--- src/hw/rtl/mom_pkg.sv ---
// Package: widths and register codes of the mean-of-maximum defuzzifier.
package mom_pkg;

    localparam int SAMPLE_W = 16;  // membership, Q0.16
    localparam int COORD_W  = 32;  // range_min and crisp_value, signed Q16.16
    localparam int STEP_W   = 31;  // step_width, unsigned Q15.16
    localparam int TOL_W    = 16;  // equal_tolerance, Q0.16
    localparam int CFG_IDX_W = 2;

    localparam logic [STEP_W-1:0] STEP_RESET = STEP_W'(655);

    typedef enum logic [CFG_IDX_W-1:0] {
        CFG_RANGE_MIN  = 2'd0,
        CFG_STEP_WIDTH = 2'd1,
        CFG_EQUAL_TOL  = 2'd2
    } cfg_reg_t;

endpackage

--- src/hw/rtl/mom_tracker.sv ---
// Peak and first-plateau tracker; issues the plateau span on the last sample.
module mom_tracker
    import mom_pkg::*;
#(
    parameter int MAX_SAMPLES = 4096
) (
    input  logic                                   clk,
    input  logic                                   rst_n,
    input  logic [TOL_W-1:0]                       equal_tolerance,
    input  logic                                   in_valid,
    output logic                                   in_stall,
    input  logic [SAMPLE_W-1:0]                    membership_sample,
    input  logic                                   last_sample,
    output logic                                   span_valid,
    output logic [$clog2(MAX_SAMPLES):0]           span,
    input  logic                                   span_ready
);

    localparam int IDX_W  = $clog2(MAX_SAMPLES);
    localparam int SPAN_W = IDX_W + 1;
    localparam logic [IDX_W-1:0] IDX_MAX = IDX_W'(MAX_SAMPLES - 1);

    logic [SAMPLE_W-1:0] peak_level_reg, peak_level_next;
    logic                have_peak_reg, have_peak_next;
    logic [IDX_W-1:0]    sample_index_reg, sample_index_next;
    logic [IDX_W-1:0]    plateau_first_reg, plateau_first_next;
    logic [IDX_W-1:0]    plateau_last_reg, plateau_last_next;
    logic                on_plateau_reg, on_plateau_next;
    logic                span_valid_reg, span_valid_next;
    logic [SPAN_W-1:0]   span_reg, span_next;

    logic                accept;
    logic [SAMPLE_W-1:0] level_diff;
    logic                level_eq;
    logic                level_gt;
    logic                level_lt;

    // Hold input while the span word waits on a full downstream
    assign in_stall = span_valid_reg && !span_ready;
    assign accept   = in_valid && !in_stall;

    // Compare the sample with the peak under the tolerance
    always_comb
    begin
        level_diff = (membership_sample > peak_level_reg)
                   ? membership_sample - peak_level_reg
                   : peak_level_reg - membership_sample;
        level_eq = (level_diff == '0) || (level_diff < equal_tolerance);
        level_gt = (membership_sample > peak_level_reg) && !level_eq;
        level_lt = (membership_sample < peak_level_reg) && !level_eq;
    end

    // Update peak, plateau and index; emit the span on the last sample
    always_comb
    begin
        peak_level_next    = peak_level_reg;
        have_peak_next     = have_peak_reg;
        sample_index_next  = sample_index_reg;
        plateau_first_next = plateau_first_reg;
        plateau_last_next  = plateau_last_reg;
        on_plateau_next    = on_plateau_reg;
        span_valid_next    = span_valid_reg && !span_ready;
        span_next          = span_reg;

        if (accept)
        begin
            priority if (!have_peak_reg || level_gt)
            begin
                peak_level_next    = membership_sample;
                plateau_first_next = sample_index_reg;
                plateau_last_next  = sample_index_reg;
                on_plateau_next    = 1'b1;
            end
            else if (on_plateau_reg && level_eq)
            begin
                plateau_last_next = sample_index_reg;
            end
            else if (level_lt)
            begin
                on_plateau_next = 1'b0;
            end
            else
            begin
                // Equal word after the plateau was broken: hold the plateau
                on_plateau_next = on_plateau_reg;
            end

            span_next = SPAN_W'(plateau_first_next) + SPAN_W'(plateau_last_next)
                      + SPAN_W'(1);

            if (last_sample)
            begin
                // End of scan: restart for the next term
                have_peak_next    = 1'b0;
                on_plateau_next   = 1'b0;
                sample_index_next = '0;
                span_valid_next   = 1'b1;
            end
            else
            begin
                have_peak_next = 1'b1;
                if (sample_index_reg != IDX_MAX)
                begin
                    sample_index_next = sample_index_reg + IDX_W'(1);
                end
            end
        end
    end

    always_ff @(posedge clk or negedge rst_n)
    begin
        if (!rst_n)
        begin
            have_peak_reg    <= 1'b0;
            sample_index_reg <= '0;
            on_plateau_reg   <= 1'b0;
            span_valid_reg   <= 1'b0;
        end
        else
        begin
            have_peak_reg    <= have_peak_next;
            sample_index_reg <= sample_index_next;
            on_plateau_reg   <= on_plateau_next;
            span_valid_reg   <= span_valid_next;
        end
    end

    // Payload registers: overwritten by the first sample of each scan
    always_ff @(posedge clk)
    begin
        peak_level_reg    <= peak_level_next;
        plateau_first_reg <= plateau_first_next;
        plateau_last_reg  <= plateau_last_next;
        span_reg          <= span_next;
    end

    assign span_valid = span_valid_reg;
    assign span       = span_reg;

endmodule

--- src/hw/rtl/mom_midpoint.sv ---
// Midpoint pipeline: span times step, halve, offset by range_min, saturate.
module mom_midpoint
    import mom_pkg::*;
#(
    parameter int MAX_SAMPLES = 4096
) (
    input  logic                               clk,
    input  logic                               rst_n,
    input  logic signed [COORD_W-1:0]          range_min,
    input  logic [STEP_W-1:0]                  step_width,
    input  logic                               span_valid,
    input  logic [$clog2(MAX_SAMPLES):0]       span,
    output logic                               span_ready,
    output logic                               out_valid,
    input  logic                               out_stall,
    output logic signed [COORD_W-1:0]          crisp_value
);

    localparam int SPAN_W = $clog2(MAX_SAMPLES) + 1;
    localparam int PROD_W = SPAN_W + STEP_W;
    localparam int SUM_W  = PROD_W + 1;

    localparam logic signed [COORD_W-1:0] SAT_MAX = {1'b0, {(COORD_W-1){1'b1}}};
    localparam logic signed [COORD_W-1:0] SAT_MIN = {1'b1, {(COORD_W-1){1'b0}}};

    logic                       prod_valid_reg, prod_valid_next;
    logic [PROD_W-1:0]          prod_reg, prod_next;
    logic                       out_valid_reg, out_valid_next;
    logic signed [COORD_W-1:0]  crisp_reg, crisp_next;

    logic                       out_ready;
    logic                       prod_ready;
    logic signed [SUM_W-1:0]    sum;
    logic                       over_pos;
    logic                       over_neg;

    assign out_ready  = !out_valid_reg || !out_stall;
    assign prod_ready = !prod_valid_reg || out_ready;
    assign span_ready = prod_ready;

    // Multiply stage: advance when the product register is free
    always_comb
    begin
        prod_valid_next = prod_valid_reg;
        prod_next       = prod_reg;
        if (prod_ready)
        begin
            prod_valid_next = span_valid;
            prod_next       = PROD_W'(span) * PROD_W'(step_width);
        end
    end

    // Offset and saturate the halved product
    always_comb
    begin
        sum = SUM_W'(range_min) + $signed({2'b00, prod_reg[PROD_W-1:1]});
        over_pos = !sum[SUM_W-1] && (|sum[SUM_W-2:COORD_W-1]);
        over_neg = sum[SUM_W-1] && !(&sum[SUM_W-2:COORD_W-1]);
    end

    // Output stage: hold while stalled, load from the product stage
    always_comb
    begin
        out_valid_next = out_valid_reg;
        crisp_next     = crisp_reg;
        if (out_ready)
        begin
            out_valid_next = prod_valid_reg;
            priority if (over_pos)
            begin
                crisp_next = SAT_MAX;
            end
            else if (over_neg)
            begin
                crisp_next = SAT_MIN;
            end
            else
            begin
                crisp_next = sum[COORD_W-1:0];
            end
        end
    end

    always_ff @(posedge clk or negedge rst_n)
    begin
        if (!rst_n)
        begin
            prod_valid_reg <= 1'b0;
            out_valid_reg  <= 1'b0;
        end
        else
        begin
            prod_valid_reg <= prod_valid_next;
            out_valid_reg  <= out_valid_next;
        end
    end

    always_ff @(posedge clk)
    begin
        prod_reg  <= prod_next;
        crisp_reg <= crisp_next;
    end

    assign out_valid   = out_valid_reg;
    assign crisp_value = crisp_reg;

endmodule

--- src/hw/rtl/mean_of_maximum_defuzzifier_top.sv ---
// Mean-of-maximum defuzzifier: one membership sample per cycle while in_stall
// is low, one crisp value per scan. The block takes a membership sample in
// every cycle that in_valid is high and in_stall is low, and updates the peak
// level and the first plateau at that level in the same cycle. On the sample
// flagged last it passes the plateau span into a three-register pipeline
// (span, product, output); the crisp value is held in the output register until
// it is taken while the output is not stalled; the 31-bit step multiply gets a
// stage of its own. Input stalls only when all three registers hold results
// and the output is stalled. Write configuration only while no scan is open
// and no crisp value is in flight: the tolerance applies to the next sample,
// while the step and range_min are read as a result passes the multiply and
// output stages.
module mean_of_maximum_defuzzifier_top
    import mom_pkg::*;
#(
    parameter int MAX_SAMPLES = 4096
) (
    input  logic                       clk,
    input  logic                       rst_n,
    input  logic                       cfg_write,
    input  logic [CFG_IDX_W-1:0]       cfg_index,
    input  logic [COORD_W-1:0]         cfg_data,
    input  logic                       in_valid,
    output logic                       in_stall,
    input  logic [SAMPLE_W-1:0]        membership_sample,
    input  logic                       last_sample,
    output logic                       out_valid,
    input  logic                       out_stall,
    output logic signed [COORD_W-1:0]  crisp_value
);

    localparam int SPAN_W = $clog2(MAX_SAMPLES) + 1;

    logic signed [COORD_W-1:0] range_min_reg;
    logic [STEP_W-1:0]         step_width_reg;
    logic [TOL_W-1:0]          equal_tolerance_reg;

    logic                      span_valid;
    logic [SPAN_W-1:0]         span;
    logic                      span_ready;

    // Configuration registers; out-of-range indexes drop the write
    always_ff @(posedge clk or negedge rst_n)
    begin
        if (!rst_n)
        begin
            range_min_reg       <= '0;
            step_width_reg      <= STEP_RESET;
            equal_tolerance_reg <= '0;
        end
        else if (cfg_write)
        begin
            unique case (cfg_reg_t'(cfg_index))
                CFG_RANGE_MIN:  range_min_reg       <= $signed(cfg_data);
                CFG_STEP_WIDTH: step_width_reg      <= cfg_data[STEP_W-1:0];
                CFG_EQUAL_TOL:  equal_tolerance_reg <= cfg_data[TOL_W-1:0];
                default:        ;
            endcase
        end
    end

    mom_tracker #(
        .MAX_SAMPLES (MAX_SAMPLES)
    ) u_tracker (
        .clk               (clk),
        .rst_n             (rst_n),
        .equal_tolerance   (equal_tolerance_reg),
        .in_valid          (in_valid),
        .in_stall          (in_stall),
        .membership_sample (membership_sample),
        .last_sample       (last_sample),
        .span_valid        (span_valid),
        .span              (span),
        .span_ready        (span_ready)
    );

    mom_midpoint #(
        .MAX_SAMPLES (MAX_SAMPLES)
    ) u_midpoint (
        .clk         (clk),
        .rst_n       (rst_n),
        .range_min   (range_min_reg),
        .step_width  (step_width_reg),
        .span_valid  (span_valid),
        .span        (span),
        .span_ready  (span_ready),
        .out_valid   (out_valid),
        .out_stall   (out_stall),
        .crisp_value (crisp_value)
    );

endmodule

--- config.mk ---
export PLATFORM = sky130hd
export DESIGN_NAME = mean_of_maximum_defuzzifier_top
export DESIGN_NICKNAME = d
export VERILOG_FILES = /design/src/hw/rtl/mom_pkg.sv /design/src/hw/rtl/mom_tracker.sv /design/src/hw/rtl/mom_midpoint.sv /design/src/hw/rtl/mean_of_maximum_defuzzifier_top.sv
export SDC_FILE = /design/constraint.sdc
export NUM_CORES = 1
export LEC_CHECK = 0
export BUFFER_PORTS_ARGS = -buffer_cell sky130_fd_sc_hd__buf_4
export CAP_MARGIN = 20
export CORE_MARGIN = 2
export CORE_UTILIZATION = 34
export CTS_BUF_LIST = sky130_fd_sc_hd__clkbuf_8 sky130_fd_sc_hd__clkbuf_16
export DETAILED_ROUTE_END_ITERATION = 6
export PLACE_DENSITY_LB_ADDON = 0.25
export SLEW_MARGIN = 0
export SYNTH_ARGS = -nofsm -noshare
export SYNTH_HDL_FRONTEND = slang
export SYNTH_HIERARCHICAL = 1
export SYNTH_SLANG_ARGS = --single-unit
--- constraint.sdc ---
create_clock -name clk -period 7 [get_ports clk]
set_input_delay 0.35 -clock clk [delete_from_list [all_inputs] [get_ports clk]]
set_output_delay 0.35 -clock clk [all_outputs]
set_load 0.05 [all_outputs]
# Yosys cells after proc, flatten, opt, wreduce, memory -nomap -nowiden
# Cells that the tools add are included.
dict set report totals {
  regBits 225
  output_inout_bits 34
}
dict set report classes {
  n_addsub 6
  mul 1
  order_cmp 3
  eq_ne 4
  muxes 16
  reduce_logical 32
}
# cell n
set op_table {}
lappend op_table {{$mux 12} 7}
lappend op_table {{$add 32x44->45} 1}
lappend op_table {{$mul 13x31->44} 1}
lappend op_table {{$lt 16x16->1} 2}
lappend op_table {{$mux 32} 1}
lappend op_table {{$sub 16x16->16} 2}
lappend op_table {{$gt 16x16->1} 1}
lappend op_table {{$logic_not 16->1} 1}
lappend op_table {{$mux 16} 1}
lappend op_table {{$add 12x12->13} 1}
lappend op_table {{$add 13x1->13 const B} 1}
lappend op_table {{$reduce_and 13->1} 1}
lappend op_table {{$reduce_or 13->1} 1}
lappend op_table {{$add 12x1->12 const B} 1}
lappend op_table {{$ne 12x12->1 const B} 1}
lappend op_table {{$reduce_and 2->1} 5}
lappend op_table {{$logic_not 1->1} 9}
lappend op_table {{$logic_and 1x1->1} 7}
lappend op_table {{$mux 1} 7}
lappend op_table {{$logic_or 1x1->1} 4}
lappend op_table {{$ne 3x2->1 const B} 1}
lappend op_table {{$reduce_and 3->1} 1}
lappend op_table {{$reduce_bool 3->1} 1}
lappend op_table {{$eq 2x1->1 const B} 1}
lappend op_table {{3 further kinds} 3}

# Logic depth before layout (Yosys ltp)
# Gate-level depths: netlist of run 1.
dict set report logic_depth {
  word_depth 11
  ltp_mapped 34
}

# Hierarchy
# Netlist of run 1, hierarchy kept.
# module n_inst cells_per_inst area_per_inst_um2 seq_area_each_um2
set by_module_without_submodules {}
lappend by_module_without_submodules {mom_midpoint 1 1994 17948.5 2302.2}
lappend by_module_without_submodules {mom_tracker 1 550 5475.3 1966.9}
lappend by_module_without_submodules {mean_of_maximum_defuzzifier_top 1 168 2981.6 1984.4}

# Least setup slack after synthesis of run 1
# Ideal clock, no wire load.
dict set report synth_path {
  path_kind {register to register}
  start {register u_tracker.peak_level_reg[4]}
  end {register u_tracker.span_reg[12] (netlist: u_tracker/span[12]), data pin}
  setup_ps 265
  arrival_ps 5824
  slack_ps 912
  path_stages_with_launch 32
  n_path_buf 3
  period_less_slack_ps 6088
  cell_sequence {edfxtp_1 -> ha_1 -> buf_4 -> nand4_4 -> nor3_2 -> o21ai_2 -> a21oi_4 -> buf_2 -> mux2_2 -> ha_1 -> a21boi_0 -> o21a_1 -> o21ai_0 -> nand2b_1 -> a21oi_1 -> o21ai_0 -> a21oi_1 -> nand2b_1 -> o21ai_2 -> buf_6 -> mux2_4 -> ha_1 -> nor2b_1 -> o21ai_0 -> a21boi_0 -> o21ai_0 -> a21boi_0 -> o21ai_0 -> nand2b_1 -> a21o_1 -> a21oi_1 -> o21ai_0}
}
dict set report synth_between {
  elab_chain_cells 11
  elab_cells_between_ends 18
  classes_between {4 x add/sub; 2 x order compare; 6 x mux; 6 x reduce/logical}
}
# item line
set synth_rtl {}
lappend synth_rtl {{start: declaration} mom_tracker.sv:23} ;# logic [SAMPLE_W-1:0] peak_level_reg, peak_level_next;
lappend synth_rtl {{start signal: assignment} mom_tracker.sv:131} ;# peak_level_reg <= peak_level_next;
lappend synth_rtl {{$sub 16x16->16, or another cell as far along} mom_tracker.sv:47} ;# : peak_level_reg - membership_sample;
lappend synth_rtl {{$mux 16} mom_tracker.sv:46} ;# ? membership_sample - peak_level_reg
lappend synth_rtl {{$lt 16x16->1 / $logic_not 16->1 (equally long branches)} mom_tracker.sv:48} ;# level_eq = (level_diff == '0) || (level_diff < equal_tolerance);
lappend synth_rtl {{$logic_or 1x1->1} mom_tracker.sv:48}
lappend synth_rtl {{$logic_not 1->1} mom_tracker.sv:49} ;# level_gt = (membership_sample > peak_level_reg) && !level_eq;
lappend synth_rtl {{$logic_and 1x1->1} mom_tracker.sv:49}
lappend synth_rtl {{$logic_or 1x1->1} mom_tracker.sv:67} ;# priority if (!have_peak_reg || level_gt)
lappend synth_rtl {{$mux 12} mom_tracker.sv:67}
lappend synth_rtl {{$mux 12} mom_tracker.sv:65} ;# if (accept)
lappend synth_rtl {{$add 12x12->13 (*)} mom_tracker.sv:88} ;# span_next = SPAN_W'(plateau_first_next) + SPAN_W'(plateau_last_next)
lappend synth_rtl {{$add 13x1->13 (*)} mom_tracker.sv:89} ;# + SPAN_W'(1);
lappend synth_rtl {{end signal: assignment} mom_tracker.sv:134} ;# span_reg <= span_next;
lappend synth_rtl {{end: declaration} mom_tracker.sv:30} ;# logic [SPAN_W-1:0] span_reg, span_next;
# Every way passes the cells marked *; elsewhere a longest branch is shown, timed or not. The select of a mux whose other input is x is not followed.
# A chain may end at the register's enable or synchronous reset.

# Final worst setup path of run 1
dict set report layout_path {
  start {register u_tracker.span_reg[8] (netlist: u_tracker/span[8])}
  end {register u_midpoint.prod_reg[42], data pin}
}
dict set report layout_between {
  elab_chain_cells 1
}
# item line
set layout_rtl {}
lappend layout_rtl {{$mul 13x31->44} mom_midpoint.sv:49} ;# prod_next = PROD_W'(span) * PROD_W'(step_width);
lappend layout_rtl {{end signal: assignment} mom_midpoint.sv:100} ;# prod_reg <= prod_next;
lappend layout_rtl {{end: declaration} mom_midpoint.sv:27} ;# logic [PROD_W-1:0] prod_reg, prod_next;
# No other way between the ends.

==> results of run 1 <==
==> layout make-up <==
class | count | area share
multi-input combinational | 1896 | 0.605
sequential | 224 | 0.212
inverter | 474 | 0.0604
timing repair buffer | 170 | 0.0461
tap | 1040 | 0.0441
clock buffer | 30 | 0.0255
clock inverter | 24 | 0.00671
antenna | 2 | 0.000170
==> kinds of logic (layout without fill, tap and decap cells) <==
logic type / Yosys count / in the layout / synth area share
other: 0 / 2 / 0
AO/OA/AOI/OAI: 417 / 417 / 0.108
flip-flops: 224 / 224 / 0.237
adder cells (fa/ha/maj): 515 / 515 / 0.336
buffers and inverters: 592 / 698 / 0.0906
XOR/XNOR: 112 / 112 / 0.0371
multiplexers: 116 / 116 / 0.0509
AND/OR/NAND/NOR: 736 / 736 / 0.140
==> path summary, 6_finish.rpt <==
kind | startpoint | endpoint | slack [ns] | depth (start not counted)
min reg2reg | u_midpoint/prod_valid_reg | u_midpoint/out_valid | 0.50 | 1
min in group asynchronous | rst_n | u_tracker/sample_index_reg[4] | 0.35 | 2
max in group asynchronous | rst_n | range_min_reg[29] | 5.43 | 3
max | u_tracker/span[8] | u_midpoint/prod_reg[42] | 0.40 | 21
max reg2reg | u_tracker/span[8] | u_midpoint/prod_reg[42] | 0.40 | 21
min | cfg_data[3] | equal_tolerance_reg[3] | 0.04 | 2
==> metal layers <==
| metal | up-vias | global-route usage |
|---|---|---|
| met5 | - | 0 |
| met4 | 2 | 0.0430 |
| met3 | 90 | 0.0257 |
| met2 | 439 | 0.278 |
| met1 | 9316 | 0.245 |
| li1 | 8945 | - |
==> repair_timing <==
action                     in CTS  in global routing
setup buffers                   0                 18
resized for setup               0                 23
hold endpoints to repair       66                  0
hold buffers                   21                  0
setup endpoints to repair       0                  7
==> worst max-delay path, delay by kind of cell (launching register included) <==
family | cells | cell delay (ns)
buffers and inverters | 4 | 0.48
flip-flops | 1 | 0.75
XOR/XNOR | 1 | 0.14
adder cells (fa/ha/maj) | 6 | 3.11
AND/OR/NAND/NOR | 3 | 0.35
AO/OA/AOI/OAI | 7 | 1.50
==> synth_stat cells (8+ instances only) <==
cell type and count:
inv_1 474, fa_1 323, nand2_1 304, and2_1 192, ha_1 192, edfxtp_1 128
a21oi_1 122, dfrtp_1 90, mux2_2 88, nor2_1 84, clkbuf_1 79, o21ai_0 74
xnor2_1 73, a21o_1 47, xor2_1 39, o21ai_2 34, nand4_1 30, nand3_1 26
nor3_1 25, o21bai_1 21, nand2b_1 15, mux2_4 14, buf_2 12, buf_4 12
buf_6 12, mux2i_1 12, nor2b_1 10, o211ai_1 10, o21a_1 9, a211oi_1 8
a21boi_0 8, a31oi_1 8, and3_1 8, o22ai_1 8
==> per-stage QoR <==
step	utilization	worst slack, ns	area (µm²)	instances
final	0.382	0.402	29500	3860
after detailed placement	0.364	0.126	28100	3765
after global placement	0.364	0.316	28100	3765
after floorplan	-	0.912	26400	2712
after CTS	0.379	0.156	29300	3840
after global routing	0.382	-0.0301	29500	3859
==> metrics, run 1 <==
status completed; Max Clk Rate 152 MHz; commonest non-fill, non-tap cell in the layout inv_1; die width 283 µm; cells along the critical path buf_4 > nand2_1 > fa_1 > inv_1 > fa_1 > fa_1 > fa_1 > inv_1 > fa_1 > inv_1 > ha_1 > a21o_1 > a21oi_1 > o21ai_0 > a21oi_1 > nor2_1 > a41oi_1 > o21ai_1 > nor3b_1 > o31a_1 > xor2_1; Final GP Congestion 0.869; DR WL met3 3.29 mm; YS warnings 6; dominant synthesized flop cell edfxtp_1; full die area 79900 µm²; Layout Skew 0.0196 ns; WL/cell 17.7 µm; initial antenna violation count 5; area taken by multi-input logic gates 17800 µm²; WHS 0.0444 ns; CP max FO 12; largest cells by area after synthesis fa_1 24%, edfxtp_1 15%, ha_1 9.1%; Critical Path Max Stage Delay 0.75 ns; first-pass GRT wire length 110 mm; Crit Path Class reg2reg; core area 77200 µm²; Synth Cell Area 26400 µm²; Critical Path Start Type register; max reg flops 43; HP Class in2reg; # nets final 3366; Critical Path Sink Type register; share of cells above drive strength 1 0.140; Pre-Repair DR Iteration Count 5; Fillers 7652; post-synth top area cell fa_1; metal2 WL 31.1 mm; DRC errors left 0; TritonCTS clock tree built; Mapped Cells 2712; CTS root buffer clkbuf_16; EDFF count, synth 128; Final HPWL DP 53.6 mm; flip-flop and latch area 6260 µm²; number of buffers created by CTS 29; Post-synth ARST share 0.429; number of synthesized register bits 224; Initial Utilization 0.342; max layer used met5; Synth cell types 91; I/O pin cnt 90; port buffer count 89; Die Height 283 µm; DR vias 18800; post-synthesis sequential area ratio 0.237; via/cell ratio 4.87; FP Rows 102; clock sink total 224; Congestion Overflow GR 0; Mapped Avg Cell Area 9.74 µm²; CP dominant cell by count fa_1; Net Count, Synth 3283; gr usage total 0.173; Slew Limit Fails 0; critical path arrival 6.92 ns; Final Hold Fails 0; most frequent cells in the layout 476 x inv_1, 323 x fa_1, 304 x nand2_1, 192 x and2_1, 187 x ha_1; Req. time, crit path 7.32 ns; Setup TNS Final 0 ns; CTS max path bufs 3; Tmin final 6.60 ns; Worst-Skew Late Latency 0.58 ns; slew of the pin with the lowest slew margin 1.10 ns; DRT Wirelength 68.1 mm; Metal-1 WL 32.3 mm; synthesis-to-layout area growth 11.6%; slowest cell on the critical path edfxtp_1; count of final setup violators 0; largest net degree at the start of global routing 52; post-synth top area share 0.245; maxcap violations 0; vias in the first global route 20000; period utilisation layout 0.943; CTS HTree Levels 1; Initial DRC Count 1190; relative slew slack 0.265; post-route ant nets 0; CTS clk-pin slew, worst paths 0.06 ns
Power of run 1 is left out: the tool's default activity adds up to more than one toggle a clock period on the data nets, which glitch-free logic cannot reach.
==> run 2, diff against run 1 <==
- clock period: 7 -> 7.19 ns (I/O delays scaled with it)
==> metrics, run 2 (synthesis results as in run 1) <==
CTS HTree Levels 1 (unchanged); number of buffers created by CTS 28 (-3.4%); Worst-Skew Late Latency 0.58 ns (about the same); CP max FO 24 (+12); beginning of the critical path u_tracker/span[2]; Critical Path Sink Type register; CTS root buffer clkbuf_16; Pre-Repair DR Iteration Count 7 (+2); count of final setup violators 0 (unchanged); Hold Crit Start cfg_data[25]; CTS clk-pin slew, worst paths 0.08 ns (+0.02 ns); Slew Limit Fails 0 (unchanged); commonest non-fill, non-tap cell in the layout inv_1; Final Hold Fails 0 (unchanged); Critical Path Max Stage Delay 0.76 ns (about the same); core area 77200 µm² (unchanged); Initial DRC Count 1188 (-0.17%); Congestion Overflow GR 0 (unchanged); Fillers 7679 (+0.35%); CTS max path bufs 3 (unchanged); FF-to-FF Start u_tracker/span[2]; Layout Skew 0.0352 ns (+0.0156 ns); max reg flops 43 (unchanged); Final HPWL DP 53.9 mm (+0.62%); WHS 0.0337 ns (-0.0106 ns); vias in the first global route 19900 (-0.35%); die width 283 µm (unchanged); cells along the critical path and2_1 > fa_1 > inv_1 > fa_1 > inv_1 > fa_1 > fa_1 > inv_1 > fa_1 > inv_1 > ha_1 > a21oi_1 > o21ai_0 > a211oi_1 > nand3b_1 > a41oi_1 > o21ai_1 > nor3b_1 > o31a_1 > xor2_1; most frequent cells in the layout 476 x inv_1, 323 x fa_1, 304 x nand2_1, 192 x and2_1, 192 x ha_1; Crit Path Class reg2reg; Tmin final 6.83 ns (+0.234 ns); I/O pin cnt 90 (unchanged); # nets final 3356 (-0.30%); WL/cell 17.9 µm (+1.7%); port buffer count 89 (unchanged); Max Clk Rate 146 MHz (-3.4%); largest net degree at the start of global routing 53 (+1.9%); Initial Utilization 0.342 (unchanged); clock sink total 224 (unchanged); critical path arrival 7.16 ns (+0.24 ns); gr usage total 0.175 (+0.00187); DRT Wirelength 69.1 mm (+1.4%); period utilisation layout 0.950 (+0.00766); FP Rows 102 (unchanged); full die area 79900 µm² (unchanged); DRC errors left 0 (unchanged); Critical Path Start Type register; via/cell ratio 4.92 (+0.98%); HP Class in2reg; share of cells above drive strength 1 0.136 (-0.00408); maxcap violations 0 (unchanged); slowest cell on the critical path edfxtp_1; Final GP Congestion 0.886 (+2.0%); first-pass GRT wire length 110 mm (+0.73%); Req. time, crit path 7.52 ns (+0.20 ns); Die Height 283 µm (unchanged); synthesis-to-layout area growth 11.4%; post-route ant nets 0 (unchanged); relative slew slack 0.406 (+0.141); CP dominant cell by count fa_1; slew of the pin with the lowest slew margin 0.891 ns (-0.211 ns); DR vias 18900 (+0.67%); status completed; initial antenna violation count 0 (-5); TritonCTS clock tree built
==> run 2: changes by cell type in the layout (fill, tap and decap cells not counted), moves of 4 or more <==
cell,delta
buf_4,-7
ha_1,+5
ha_2,-5
o21ai_0,+5
o21ai_1,-5
clkinvlp_4,-4
==> run 2: layer usage <==
| metal | up-vias | track usage | wire length [µm] |
|---|---|---|---|
| met5 | - | 0 | 0 |
| met4 | 0 | 0.0377 | 1250 |
| met3 | 81 | 0.0236 | 3580 |
| met2 | 501 | 0.282 | 31600 |
| met1 | 9425 | 0.251 | 32600 |
| li1 | 8911 | - | - |
==> run 2: worst max-delay path, delay by kind of cell (launching register included) <==
family,cells,cell delay [ns]
and+or+nand+nor,3,0.77
DFF,1,0.76
adders and majority gates,6,2.91
AOI/OAI and AO/OA,6,1.78
buffers and inverters,4,0.22
xor gates and xnor gates,1,0.14
==> run 2: final timing paths <==
path | to | slack [ns] | cells past startpoint
setup / recovery | u_midpoint/prod_reg[42] | 0.36 | 20
hold / removal | step_width_reg[25] | 0.03 | 2
setup reg to reg | u_midpoint/prod_reg[42] | 0.36 | 20
hold reg to reg | u_midpoint/out_valid | 0.48 | 1
max in group asynchronous | step_width_reg[21] | 5.61 | 3
min in group asynchronous | u_tracker/sample_index_reg[11] | 0.35 | 2
==> run 2: cell type report <==
cell class	instances	area (µm²)	share of cell area
Clock inverter	21	215	0.00732
Timing Repair Buffer	161	1280	0.0435
Sequential cell	224	6250	0.213
Antenna cell	1	2.50	0.0000851
Clock buffer	31	753	0.0256
Tap cell	1040	1300	0.0442
Multi-Input combinational cell	1896	17800	0.606
Inverter	474	1780	0.0605
==> run 2: metrics by stage <==
step                setup TNS [ns]  instances  instance area [µm²]  setup WS [ns]  utilization
finish                           0       3848                29400          0.358        0.381
global route               -0.0386       3847                29400        -0.0196        0.381
CTS                              0       3836                29300          0.185        0.379
detailed placement               0       3765                28100          0.170        0.364
global placement                 0       3765                28100          0.306        0.364
floorplan                        0       2712                26400           1.10            -
==> run 2: timing repair <==
item / in CTS / in global routing
setup buffers: 0 / 11
hold buffers: 19 / 0
setup endpoints to repair: 0 / 7
hold endpoints to repair: 62 / 0
gates resized for setup: 0 / 11
Power of run 2 is left out for the same reason.
